===== src/mbd_pkg.sv =====
`timescale 1ns / 1ps
package mbd_pkg;

	localparam int LANE_LIMIT = 4;
	localparam int PIN_W      = 4;
	localparam int COUNT_W    = 3;
	localparam int CFG_IDX_W  = 3;
	localparam int CFG_DATA_W = 16;

	typedef enum logic [CFG_IDX_W-1:0] {
		REG_BUTTON_COUNT = 3'd0,
		REG_ACTIVE_HIGH  = 3'd1,
		REG_TICK_PERIOD  = 3'd2,
		REG_DEBOUNCE_0   = 3'd3,
		REG_DEBOUNCE_1   = 3'd4,
		REG_DEBOUNCE_2   = 3'd5,
		REG_DEBOUNCE_3   = 3'd6
	} cfg_reg_e;

	typedef enum logic [1:0] {
		TH_IDLE,
		TH_LOAD,
		TH_DIV
	} th_state_t;

	typedef struct packed {
		logic en;
		logic active;
		logic level;
		logic polarity;
	} lane_ctl_t;

	typedef struct packed {
		logic stable;
		logic flip;
	} lane_res_t;

	typedef struct packed {
		logic busy;
		logic load;
		logic step;
	} th_ctl_t;

endpackage


===== src/mbd_if.sv =====
`timescale 1ns / 1ps
interface mbd_sample_if import mbd_pkg::*; ();
	logic             valid;
	logic             ready;
	logic [PIN_W-1:0] pin_levels;

	modport source (output valid, output pin_levels, input ready);
	modport sink (input valid, input pin_levels, output ready);
endinterface

interface mbd_result_if import mbd_pkg::*; ();
	logic             valid;
	logic             ready;
	logic [PIN_W-1:0] pressed_mask;
	logic [PIN_W-1:0] changed;

	modport source (output valid, output pressed_mask, output changed, input ready);
	modport sink (input valid, input pressed_mask, input changed, output ready);
endinterface

interface mbd_cfg_if import mbd_pkg::*; ();
	logic                  valid;
	logic                  ready;
	logic [CFG_IDX_W-1:0]  index;
	logic [CFG_DATA_W-1:0] data;

	modport source (output valid, output index, output data, input ready);
	modport sink (input valid, input index, input data, output ready);
endinterface


===== src/mbd_lane.sv =====
`timescale 1ns / 1ps
module mbd_lane import mbd_pkg::*; #(
	parameter int TIME_WIDTH = 16
) (
	input  logic                  clk,
	input  logic                  arst_n,
	input  lane_ctl_t             ctl,
	input  logic [TIME_WIDTH-1:0] threshold,
	output lane_res_t             res
);

	logic                  stable_q;
	logic                  stable_d;
	logic [TIME_WIDTH-1:0] count_q;
	logic [TIME_WIDTH-1:0] count_d;
	logic [TIME_WIDTH-1:0] count_inc;
	logic                  pressed;
	logic                  flip;

	assign pressed   = (ctl.level == ctl.polarity);
	assign count_inc = count_q + TIME_WIDTH'(1);

	always_comb begin
		stable_d = stable_q;
		count_d  = count_q;
		flip     = 1'b0;
		if (!ctl.active) begin
			// A lane outside the configured count rests released.
			stable_d = 1'b0;
			count_d  = '0;
		end else if (pressed == stable_q) begin
			count_d = '0;
		end else if (count_inc >= threshold) begin
			stable_d = ~stable_q;
			count_d  = '0;
			flip     = 1'b1;
		end else begin
			count_d = count_inc;
		end
	end

	always_ff @(posedge clk or negedge arst_n) begin
		if (!arst_n) begin
			stable_q <= 1'b0;
			count_q  <= '0;
		end else if (ctl.en) begin
			stable_q <= stable_d;
			count_q  <= count_d;
		end
	end

	assign res.stable = stable_d;
	assign res.flip   = flip;

endmodule


===== src/mbd_thresh.sv =====
`timescale 1ns / 1ps
module mbd_thresh import mbd_pkg::*; #(
	parameter int LANES      = 4,
	parameter int TIME_WIDTH = 16
) (
	input  logic                  clk,
	input  logic                  arst_n,
	input  logic                  start,
	input  logic [CFG_DATA_W-1:0] tick_period,
	input  logic [CFG_DATA_W-1:0] debounce_time [LANES],
	output logic [TIME_WIDTH-1:0] threshold [LANES],
	output logic                  busy
);

	localparam int SW = $clog2(TIME_WIDTH);
	localparam int IW = (LANES > 1) ? $clog2(LANES) : 1;

	th_state_t             state_q;
	th_state_t             state_d;
	th_ctl_t               ctl;
	logic [IW-1:0]         idx_q;
	logic [SW-1:0]         step_q;
	logic [TIME_WIDTH-1:0] rem_q;
	logic [TIME_WIDTH-1:0] quo_q;
	logic [TIME_WIDTH-1:0] dvs_q;
	logic [TIME_WIDTH-1:0] thr_q [LANES];

	logic [TIME_WIDTH-1:0] d_raw;
	logic [TIME_WIDTH-1:0] d_eff;
	logic [TIME_WIDTH-1:0] t_raw;
	logic [TIME_WIDTH-1:0] t_eff;
	logic [TIME_WIDTH:0]   shifted;
	logic [TIME_WIDTH+1:0] diff;
	logic                  fits;
	logic [TIME_WIDTH-1:0] rem_d;
	logic [TIME_WIDTH-1:0] quo_d;
	logic                  step_last;
	logic                  lane_last;

	// Zero operands count as one.
	assign d_raw = TIME_WIDTH'(debounce_time[idx_q]);
	assign d_eff = (d_raw == '0) ? TIME_WIDTH'(1) : d_raw;
	assign t_raw = TIME_WIDTH'(tick_period);
	assign t_eff = (t_raw == '0) ? TIME_WIDTH'(1) : t_raw;

	// One quotient bit per cycle, restoring division.
	assign shifted = {rem_q, quo_q[TIME_WIDTH-1]};
	assign diff    = {1'b0, shifted} - {2'b00, dvs_q};
	assign fits    = ~diff[TIME_WIDTH+1];
	assign rem_d   = fits ? diff[TIME_WIDTH-1:0] : shifted[TIME_WIDTH-1:0];
	assign quo_d   = {quo_q[TIME_WIDTH-2:0], fits};

	assign step_last = (step_q == SW'(TIME_WIDTH - 1));
	assign lane_last = (idx_q == IW'(LANES - 1));

	always_comb begin
		state_d = state_q;
		unique case (state_q)
			TH_IDLE: if (start) state_d = TH_LOAD;
			TH_LOAD: state_d = TH_DIV;
			TH_DIV: begin
				if (step_last) begin
					state_d = lane_last ? TH_IDLE : TH_LOAD;
				end
			end
			default: state_d = TH_IDLE;
		endcase
	end

	always_comb begin
		ctl = '0;
		unique case (state_q)
			TH_IDLE: ctl = '0;
			TH_LOAD: begin
				ctl.busy = 1'b1;
				ctl.load = 1'b1;
			end
			TH_DIV: begin
				ctl.busy = 1'b1;
				ctl.step = 1'b1;
			end
			default: ctl = '0;
		endcase
	end

	always_ff @(posedge clk or negedge arst_n) begin
		if (!arst_n) begin
			state_q <= TH_IDLE;
			idx_q   <= '0;
			step_q  <= '0;
		end else begin
			state_q <= state_d;
			if (state_q == TH_IDLE && start) begin
				idx_q <= '0;
			end else if (ctl.step && step_last && !lane_last) begin
				idx_q <= idx_q + IW'(1);
			end
			if (ctl.load) begin
				step_q <= '0;
			end else if (ctl.step) begin
				step_q <= step_q + SW'(1);
			end
		end
	end

	always_ff @(posedge clk) begin
		if (ctl.load) begin
			rem_q <= '0;
			quo_q <= d_eff;
			dvs_q <= t_eff;
		end else if (ctl.step) begin
			rem_q <= rem_d;
			quo_q <= quo_d;
		end
	end

	always_ff @(posedge clk or negedge arst_n) begin
		if (!arst_n) begin
			for (int i = 0; i < LANES; i++) begin
				thr_q[i] <= TIME_WIDTH'(1);
			end
		end else if (ctl.step && step_last) begin
			// A quotient of zero is raised to one.
			thr_q[idx_q] <= (quo_d == '0) ? TIME_WIDTH'(1) : quo_d;
		end
	end

	assign threshold = thr_q;
	assign busy      = ctl.busy;

endmodule


===== src/multi_button_debouncer.sv =====
`timescale 1ns / 1ps
// Debounces up to four buttons, one lane per button, min(NUM_BUTTONS, 4) lanes in all.
// Each sample item carries the raw pin levels of one tick and yields exactly one result
// item with the debounced pressed mask and the mask of lanes that flipped on that tick.
// One item is taken per clock cycle while the divider is idle; its result sits in the
// output register in the next cycle, and a new item is taken only while that register is
// empty or being emptied. The flip thresholds are debounce_time / tick_period, worked
// out by one shared bit-serial divider after a write to the tick period or any debounce
// time; during this update neither samples nor configuration writes are accepted.
// Register indexes: 0 button count, 1 active-high mask, 2 tick period, 3 to 6 debounce
// time of buttons 0 to 3; other indexes are ignored.
module multi_button_debouncer import mbd_pkg::*; #(
	parameter int NUM_BUTTONS = 4,
	parameter int TIME_WIDTH  = 16
) (
	input  logic   clk,
	input  logic   arst_n,
	mbd_sample_if.sink   samples,
	mbd_result_if.source results,
	mbd_cfg_if.sink      cfg
);

	localparam int LANES = (NUM_BUTTONS < LANE_LIMIT) ? NUM_BUTTONS : LANE_LIMIT;

	logic [COUNT_W-1:0]    button_count_q;
	logic [PIN_W-1:0]      polarity_q;
	logic [CFG_DATA_W-1:0] tick_q;
	logic [CFG_DATA_W-1:0] debounce_q [LANES];
	logic [TIME_WIDTH-1:0] threshold [LANES];

	logic            th_busy;
	logic            cfg_wr;
	logic            timing_wr;
	logic            sample_acc;
	logic            res_valid_q;
	logic [PIN_W-1:0] stable_q;
	logic [PIN_W-1:0] changed_q;
	logic [PIN_W-1:0] stable_mask;
	logic [PIN_W-1:0] changed_mask;
	lane_res_t       lane_res [LANES];

	assign cfg.ready  = ~th_busy;
	assign cfg_wr     = cfg.valid & cfg.ready;
	assign timing_wr  = cfg_wr & ((cfg.index == REG_TICK_PERIOD) ||
		(cfg.index == REG_DEBOUNCE_0) || (cfg.index == REG_DEBOUNCE_1) ||
		(cfg.index == REG_DEBOUNCE_2) || (cfg.index == REG_DEBOUNCE_3));

	always_ff @(posedge clk or negedge arst_n) begin
		if (!arst_n) begin
			button_count_q <= '0;
			polarity_q     <= '0;
			tick_q         <= CFG_DATA_W'(1);
			for (int i = 0; i < LANES; i++) begin
				debounce_q[i] <= CFG_DATA_W'(1);
			end
		end else if (cfg_wr) begin
			if (cfg.index == REG_BUTTON_COUNT) begin
				button_count_q <= cfg.data[COUNT_W-1:0];
			end
			if (cfg.index == REG_ACTIVE_HIGH) begin
				polarity_q <= cfg.data[PIN_W-1:0];
			end
			if (cfg.index == REG_TICK_PERIOD) begin
				tick_q <= cfg.data;
			end
			for (int i = 0; i < LANES; i++) begin
				if (cfg.index == CFG_IDX_W'(int'(REG_DEBOUNCE_0) + i)) begin
					debounce_q[i] <= cfg.data;
				end
			end
		end
	end

	mbd_thresh #(
		.LANES      (LANES),
		.TIME_WIDTH (TIME_WIDTH)
	) u_thresh (
		.clk           (clk),
		.arst_n        (arst_n),
		.start         (timing_wr),
		.tick_period   (tick_q),
		.debounce_time (debounce_q),
		.threshold     (threshold),
		.busy          (th_busy)
	);

	assign samples.ready = ~th_busy & (~res_valid_q | results.ready);
	assign sample_acc    = samples.valid & samples.ready;

	for (genvar g = 0; g < LANES; g++) begin : g_lane
		lane_ctl_t ctl;

		assign ctl.en       = sample_acc;
		assign ctl.active   = (button_count_q > COUNT_W'(g));
		assign ctl.level    = samples.pin_levels[g];
		assign ctl.polarity = polarity_q[g];

		mbd_lane #(
			.TIME_WIDTH (TIME_WIDTH)
		) u_lane (
			.clk       (clk),
			.arst_n    (arst_n),
			.ctl       (ctl),
			.threshold (threshold[g]),
			.res       (lane_res[g])
		);
	end

	// Merge the lane results into the two result masks.
	always_comb begin
		stable_mask  = '0;
		changed_mask = '0;
		for (int i = 0; i < LANES; i++) begin
			stable_mask[i]  = lane_res[i].stable;
			changed_mask[i] = lane_res[i].flip;
		end
	end

	always_ff @(posedge clk or negedge arst_n) begin
		if (!arst_n) begin
			res_valid_q <= 1'b0;
		end else if (sample_acc) begin
			res_valid_q <= 1'b1;
		end else if (results.ready) begin
			res_valid_q <= 1'b0;
		end
	end

	always_ff @(posedge clk) begin
		if (sample_acc) begin
			stable_q  <= stable_mask;
			changed_q <= changed_mask;
		end
	end

	assign results.valid        = res_valid_q;
	assign results.pressed_mask = stable_q;
	assign results.changed      = changed_q;

endmodule


===== src/flat_wrapper.sv =====
// flat-port wrapper written by rule: the top's interface ports become plain ports
module multi_button_debouncer_flat import mbd_pkg::*;
#(
	parameter int NUM_BUTTONS = 4,
	parameter int TIME_WIDTH  = 16
)
  (clk, arst_n, samples_valid, samples_pin_levels, samples_ready, results_valid, results_pressed_mask, results_changed, results_ready, cfg_valid, cfg_index, cfg_data, cfg_ready);
  mbd_sample_if samples_i ();
  mbd_result_if results_i ();
  mbd_cfg_if cfg_i ();
  input  logic clk;
  input  logic arst_n;
  input wire logic [$bits(samples_i.valid)-1:0] samples_valid;
  input wire logic [$bits(samples_i.pin_levels)-1:0] samples_pin_levels;
  output wire logic [$bits(samples_i.ready)-1:0] samples_ready;
  output wire logic [$bits(results_i.valid)-1:0] results_valid;
  output wire logic [$bits(results_i.pressed_mask)-1:0] results_pressed_mask;
  output wire logic [$bits(results_i.changed)-1:0] results_changed;
  input wire logic [$bits(results_i.ready)-1:0] results_ready;
  input wire logic [$bits(cfg_i.valid)-1:0] cfg_valid;
  input wire logic [$bits(cfg_i.index)-1:0] cfg_index;
  input wire logic [$bits(cfg_i.data)-1:0] cfg_data;
  output wire logic [$bits(cfg_i.ready)-1:0] cfg_ready;
  assign samples_i.valid = samples_valid;
  assign samples_i.pin_levels = samples_pin_levels;
  assign samples_ready = samples_i.ready;
  assign results_valid = results_i.valid;
  assign results_pressed_mask = results_i.pressed_mask;
  assign results_changed = results_i.changed;
  assign results_i.ready = results_ready;
  assign cfg_i.valid = cfg_valid;
  assign cfg_i.index = cfg_index;
  assign cfg_i.data = cfg_data;
  assign cfg_ready = cfg_i.ready;
  multi_button_debouncer #(.NUM_BUTTONS(NUM_BUTTONS), .TIME_WIDTH(TIME_WIDTH)) u_core (.clk(clk), .arst_n(arst_n), .samples(samples_i), .results(results_i), .cfg(cfg_i));
endmodule

===== config.mk =====
export PLATFORM = sky130hd
export DESIGN_NAME = multi_button_debouncer_flat
export DESIGN_NICKNAME = d
export VERILOG_FILES = /design/src/mbd_pkg.sv /design/src/mbd_if.sv /design/src/mbd_lane.sv /design/src/mbd_thresh.sv /design/src/multi_button_debouncer.sv /design/src/flat_wrapper.sv
export SDC_FILE = /design/constraint.sdc
export NUM_CORES = 1
export LEC_CHECK = 0
export ABC_AREA = 0
export ABC_CLOCK_PERIOD_IN_PS = 5000
export BUFFER_PORTS_ARGS = -buffer_cell sky130_fd_sc_hd__buf_4
export CORE_MARGIN = 10
export CORE_UTILIZATION = 53
export CTS_BUF_LIST = sky130_fd_sc_hd__clkbuf_8 sky130_fd_sc_hd__clkbuf_16
export DETAILED_ROUTE_END_ITERATION = 7
export GPL_ROUTABILITY_DRIVEN = 0
export PLACE_DENSITY = 0.66
export REMOVE_ABC_BUFFERS = 1
export SYNTH_ARGS = -nofsm -noshare
export SYNTH_HDL_FRONTEND = slang
export SYNTH_SLANG_ARGS = --single-unit

===== constraint.sdc =====
create_clock -name clk -period 5 [get_ports clk]
set_input_delay 1 -clock clk [delete_from_list [all_inputs] [get_ports clk]]
set_output_delay 1 -clock clk [all_outputs]
set_load 0.05 [all_outputs]

# == Word-level counts from Yosys, hierarchy flattened ==
# Index checks and enable logic that the tools add are counted.
# op_classes
n_addsub,7
n_lt_le_gt_ge,10
n_eq_ne,20
n_mux,52
bitwise,17
reduce_logical,30
# ops
cell,count
16-bit 2-to-1 mux,20
16-bit by 1-bit adder with 16-bit output (second input constant),4
64-bit bitwise mux,1
16-bit greater-or-equal comparator,4
16-bit logical NOT,3
16-bit binary-select mux with 2-bit select,1
16-bit demux with 2-bit select,1
1-bit 2-to-1 mux,22
17-bit by 16-bit subtractor with 18-bit output,1
2-bit AND reduction,8
1-bit NOT,11
2-bit OR reduction,5
3-bit equality test (second input constant),3
1-bit equality test,8
2-bit 2-to-1 mux,4
4-bit 2-to-1 mux,2
3-bit by 2-bit equality test with 1-bit output (second input constant),2
3-bit by 1-bit > comparator with 1-bit output (second input constant),2
3-bit by 2-bit > comparator with 1-bit output (second input constant),2
2-bit case mux with 3 select lines,1
2-bit nonzero test,3
4-bit by 1-bit adder with 4-bit output (second input constant),1
1-bit AND,4
2-bit equality test (second input constant),2
other kinds (14),21
# word_totals
ff_bits,284
out_inout_bits,11
wordCells,167

# == Depth between registers and ports, before layout ==
# logic_depth
word_depth,8
ltp_mapped,15
ltp_nobuf,14

# == By module ==
# Synthesis repeated with hierarchy kept, for this count alone.
# unflattened
hier_cells,1422
area_unflattened_um2,15934.0
# by_module_without_submodules
mod,instances,cells_each,area_per_inst_um2
mbd_thresh,1,517,6327.3
mbd_lane,4,173,1482.7
multi_button_debouncer,1,213,3676.0

# == Worst setup path before layout ==
# No wires, ideal clock.
# synth_path
path_kind,flip-flop to flip-flop
start,reg u_core.g_lane[3].u_lane.count_q[0]
end,reg u_core.g_lane[3].u_lane.count_q[5]
setup_time_ns,0.076
arrival_time_ns,3.435
slack_ns,1.488
stages_incl_launch_ff,15
path_buffers,1
period_less_slack_ns,3.512
cell_sequence,dfrtp_1 -> ha_1 -> nand3_1 -> or2_2 -> nor2_1 -> and3_1 -> xnor2_1 -> ha_1 -> and3_1 -> a211oi_1 -> o21ai_1 -> or3_1 -> buf_2 -> or4_1 -> o21ai_1
# synth_via
elab_chain_len,5
# synth_rtl
element,line,rtl
"start, declared",mbd_lane.sv:14,logic [TIME_WIDTH-1:0] count_q;
"start signal, assigned",mbd_lane.sv:48,count_q <= count_d;
16-bit by 1-bit adder with 16-bit output (*),mbd_lane.sv:21,assign count_inc = count_q + TIME_WIDTH'(1);
16-bit greater-or-equal comparator,mbd_lane.sv:33,end else if (count_inc >= threshold) begin
16-bit 2-to-1 mux (*),mbd_lane.sv:33,
16-bit 2-to-1 mux (*),mbd_lane.sv:31,end else if (pressed == stable_q) begin
16-bit 2-to-1 mux (*),mbd_lane.sv:27,if (!ctl.active) begin
# Every way passes the cells marked *; elsewhere a longest branch is shown, timed or not.
# A chain may end at the register's enable or synchronous reset.

# == Worst setup path after layout ==
# layout_path
start,reg u_core.g_lane[2].u_lane.count_q[2]
end,reg u_core.g_lane[2].u_lane.count_q[11]
# layout_via
elab_chain_len,5
# layout_rtl
element,line
"start, declared",mbd_lane.sv:14
"start signal, assigned",mbd_lane.sv:48
16-bit by 1-bit adder with 16-bit output (*),mbd_lane.sv:21
16-bit greater-or-equal comparator,mbd_lane.sv:33
16-bit 2-to-1 mux (*),mbd_lane.sv:33
16-bit 2-to-1 mux (*),mbd_lane.sv:31
16-bit 2-to-1 mux (*),mbd_lane.sv:27
# Marks and branches as above.

==> impl_metrics.py <==
metrics = {
    "critical_path": {
        "crit_fanout": 19,
        "crit_start": "u_core.g_lane[2].u_lane.count_q[2]",
        "r2r_setup_slack_ns": 1.02,
        "rr_worst_depth": 12,
        "r2r-start": "u_core.g_lane[2].u_lane.count_q[2]",
        "required_ns": 5.49,
        "critPathKind": "flip-flop to flip-flop",
        "crit_path_start_kind": "flip-flop",
        "arrival_ns": 4.48,
        "end_kind": "flip-flop",
        "reg2reg_to": "u_core.g_lane[2].u_lane.count_q[11]",
    },
    "worst_hold_path": {
        "whs_endpoint": "u_core.u_thresh.dvs_q[3]",
        "hold_class": "flip-flop to flip-flop",
        "min_path_cells": 0,
        "hp-start": "u_core.tick_q[3]",
    },
    "floorplan": {
        "start_util_pct": 53.43,
        "ioPinCount": 39,
        "die_h_um": 189.9,
        "die_w_um": 189.9,
        "die-area_mm2": 0.03605,
        "rows": 62,
        "core_area_mm2": 0.02863,
    },
    "synth": {
        "synth_top_area_share_pct": 35.83,
        "ys_seq_area_share_pct": 47.33,
        "syn_inst": 1375,
        "synth_area_mm2": 0.01529,
        "synthTopCellsByArea": "dfrtp_1 (36%), mux2_2 (12%), edfxtp_1 (7.9%), ha_1 (7.6%), nand2_1 (2.9%)",
        "synthFlopType": "dfrtp_1",
        "ys_types": 77,
        "async_reset_ff_share_pct": 80.28,
        "synth_edf_count": 40,
        "synth-seq-cells": 284,
        "synth_top_cell_by_area": "dfrtp_1",
        "syn_avg_cell_area_um2": 11.12,
        "yosysWarnings": 0,
    },
    "drt": {
        "routedWlPerCell_um": 18.61,
        "vias": 10340,
        "via_per_inst": 5.719,
        "drc": 0,
        "ant_nets": 0,
        "drt-total-wl_mm": 33.62,
        "drt-pass1-iter-count": 5,
        "drt_iter0_markers": 559,
    },
    "clock_network": {
        "hold_buffers": 0,
        "path_clk_slew_ns": 0.06,
        "clkSinkCount": 284,
        "cts_tree": "yes",
        "post_cts_buffers": 0,
        "clk_latency_ns": 0.57,
        "clockRootBuffer": "clkbuf_16",
        "cts_htree_levels": 1,
        "post_cts_resized": 0,
        "cts.path.max_buffers": 3,
        "numCtsBuffers": 31,
    },
    "timing": {
        "final_max_slew_viol_count": 0,
        "period_needed_ns": 3.981,
        "rsz0062_at_grt": "false",
        "max_slew_margin_pct": 33.29,
        "whs_ns": 0.4719,
        "setup_ws_ns": 1.019,
        "tns_ns": 0,
        "clock_skew_ns": 0.02253,
        "setup_violations": 0,
        "worst_pin_slew_ns": 0.9977,
        "post-route-period-util_pct": 79.62,
        "fmax_mhz": 251.2,
        "hold_viol": 0,
    },
    "power": {
        "finalPower_mw": 9.537,
        "p_per_area_mw_per_mm2": 561.5,
        "irDropWorstVdd_mv": 0.4139,
        "p_leak_nw": 7.551,
    },
    "job": {
        "cap_violations": 0,
    },
    "grt": {
        "grt_pass1_vias": 10380,
        "grt.total_usage_pct": 18.89,
        "grt_overflow": 0,
        "grt_max_degree": 119,
        "antenna_found_initial": 0,
        "grt_pass1_wl_mm": 55.68,
    },
    "final_layout": {
        "drive_above_1_share_pct": 22.70,
        "fin_util_pct": 59.34,
        "design_area_mm2": 0.01699,
        "final_cells": 1807,
        "diodes": 0,
        "area_growth_pct": 11.07,
        "nets": 1520,
    },
    "placement": {
        "place_area_mm2": 0.01593,
        "dp_hpwl_mm": 23.16,
        "placedCellCount": 1749,
        "io_buffers": 38,
        "pre_cts_slack_ns": 1.019,
    },
    "run_status": {
        "status": "complete, no violations",
    },
}
[logic make-up after synthesis]
family	after synthesis	share of synthesized area, %
AND/OR/NAND/NOR	347	11.45
flip-flops	284	47.33
AO/OA/AOI/OAI	228	10.33
multiplexers	183	14.67
buffers and inverters	166	4.295
adder cells (fa/ha/maj)	94	7.740
XOR/XNOR	73	4.181
[power breakdown]
part,internal (mW),switching (mW)
clock,1.37,0.953
combinational,1.49,1.95
sequential,3.15,0.621
[critical path, stage by stage (launching register included)]
cell       delay (ns)
dfrtp_1          0.43
and3_1           0.23
and3_1           0.25
nand2_1          0.11
nor3_1           0.38
xor2_1           0.19
ha_1             0.26
a21o_1           0.16
a2111oi_0        0.38
o21ai_1          0.27
nor4_4           0.89
a21oi_1          0.17
a31oi_1          0.16
[area by class of cell]
cell class	count	area, um^2
clock buffers	40	899.6
clock inverters	18	158.9
fillers	2367	11640
inverters	106	397.9
multi-input cells	925	7403
flip-flops and latches	284	7238
well taps	384	480.5
repair buffers	50	407.9
[synthesized netlist by cell type (all sizes together) (22+ instances only)]
master	count
nand3	56
a22o	22
nor2	48
o21ai	57
xnor2	49
xor2	24
ha	93
mux2	166
edfxtp	40
inv	106
dfrtp	219
nand2	118
a21oi	46
clkbuf	50
[state kept, by name, indices dropped and copies added (netlist names)]
| name | cells |
|---|---|
| u_core.debounce_q | 64 |
| u_core.u_thresh.idx_q | 2 |
| u_core.u_thresh.dvs_q | 16 |
| u_core.results.pressed_mask | 4 |
| u_core.g_lane.u_lane.count_q | 64 |
| u_core.polarity_q | 4 |
| u_core.u_thresh.threshold | 64 |
| u_core.g_lane.u_lane.stable_q | 4 |
| u_core.u_thresh.step_q | 4 |
| u_core.tick_q | 16 |
| u_core.results.valid | 1 |
| u_core.u_thresh.rem_q | 16 |
| u_core.button_count_q | 3 |
| u_core.results.changed | 4 |
| u_core.u_thresh.quo_q | 16 |
| u_core.u_thresh.state_q | 2 |
[placed cells by master, fill, tap and decap left out, types with 8 or more instances in the layout]
cell type,n
dfrtp_1,219
mux2_2,165
nand2_1,117
inv_1,109
ha_1,92
nand3_1,55
xnor2_1,49
nor2_1,47
buf_4,47
o21ai_0,46
a21oi_1,44
edfxtp_1,40
clkbuf_16,31
xor2_1,24
a22o_1,22
nor4_1,18
nor3_1,18
and3_1,17
mux4_2,16
a21o_1,16
dfxtp_1,16
o21ai_1,11
nand2b_1,10
nand4_1,9
nor2b_1,9
o21a_1,9
o2bb2ai_1,9
a311oi_1,9
clkbuf_8,9
dfstp_2,9
a211oi_1,8
clkinv_2,8
[per-layer routing]
layer / up-vias / global-route usage [%] / routed length [um]
li1: 4996 / - / -
met1: 5107 / 26.17 / 15660
met2: 183 / 30.59 / 15790
met3: 49 / 2.636 / 1392
met4: 0 / 4.884 / 773
met5: - / 0 / 0
[worst max path at each step]
stage               depth (start not counted)                             endpoint
floorplan                                   6  u_core.g_lane[2].u_lane.count_q[15]
global placement                           13   u_core.g_lane[3].u_lane.count_q[5]
detailed placement                         13  u_core.g_lane[2].u_lane.count_q[11]
CTS                                        13  u_core.g_lane[2].u_lane.count_q[11]
global route                               13  u_core.g_lane[2].u_lane.count_q[11]
finish                                     12  u_core.g_lane[2].u_lane.count_q[11]
No activity file was read; power rests on OpenSTA's default activity.
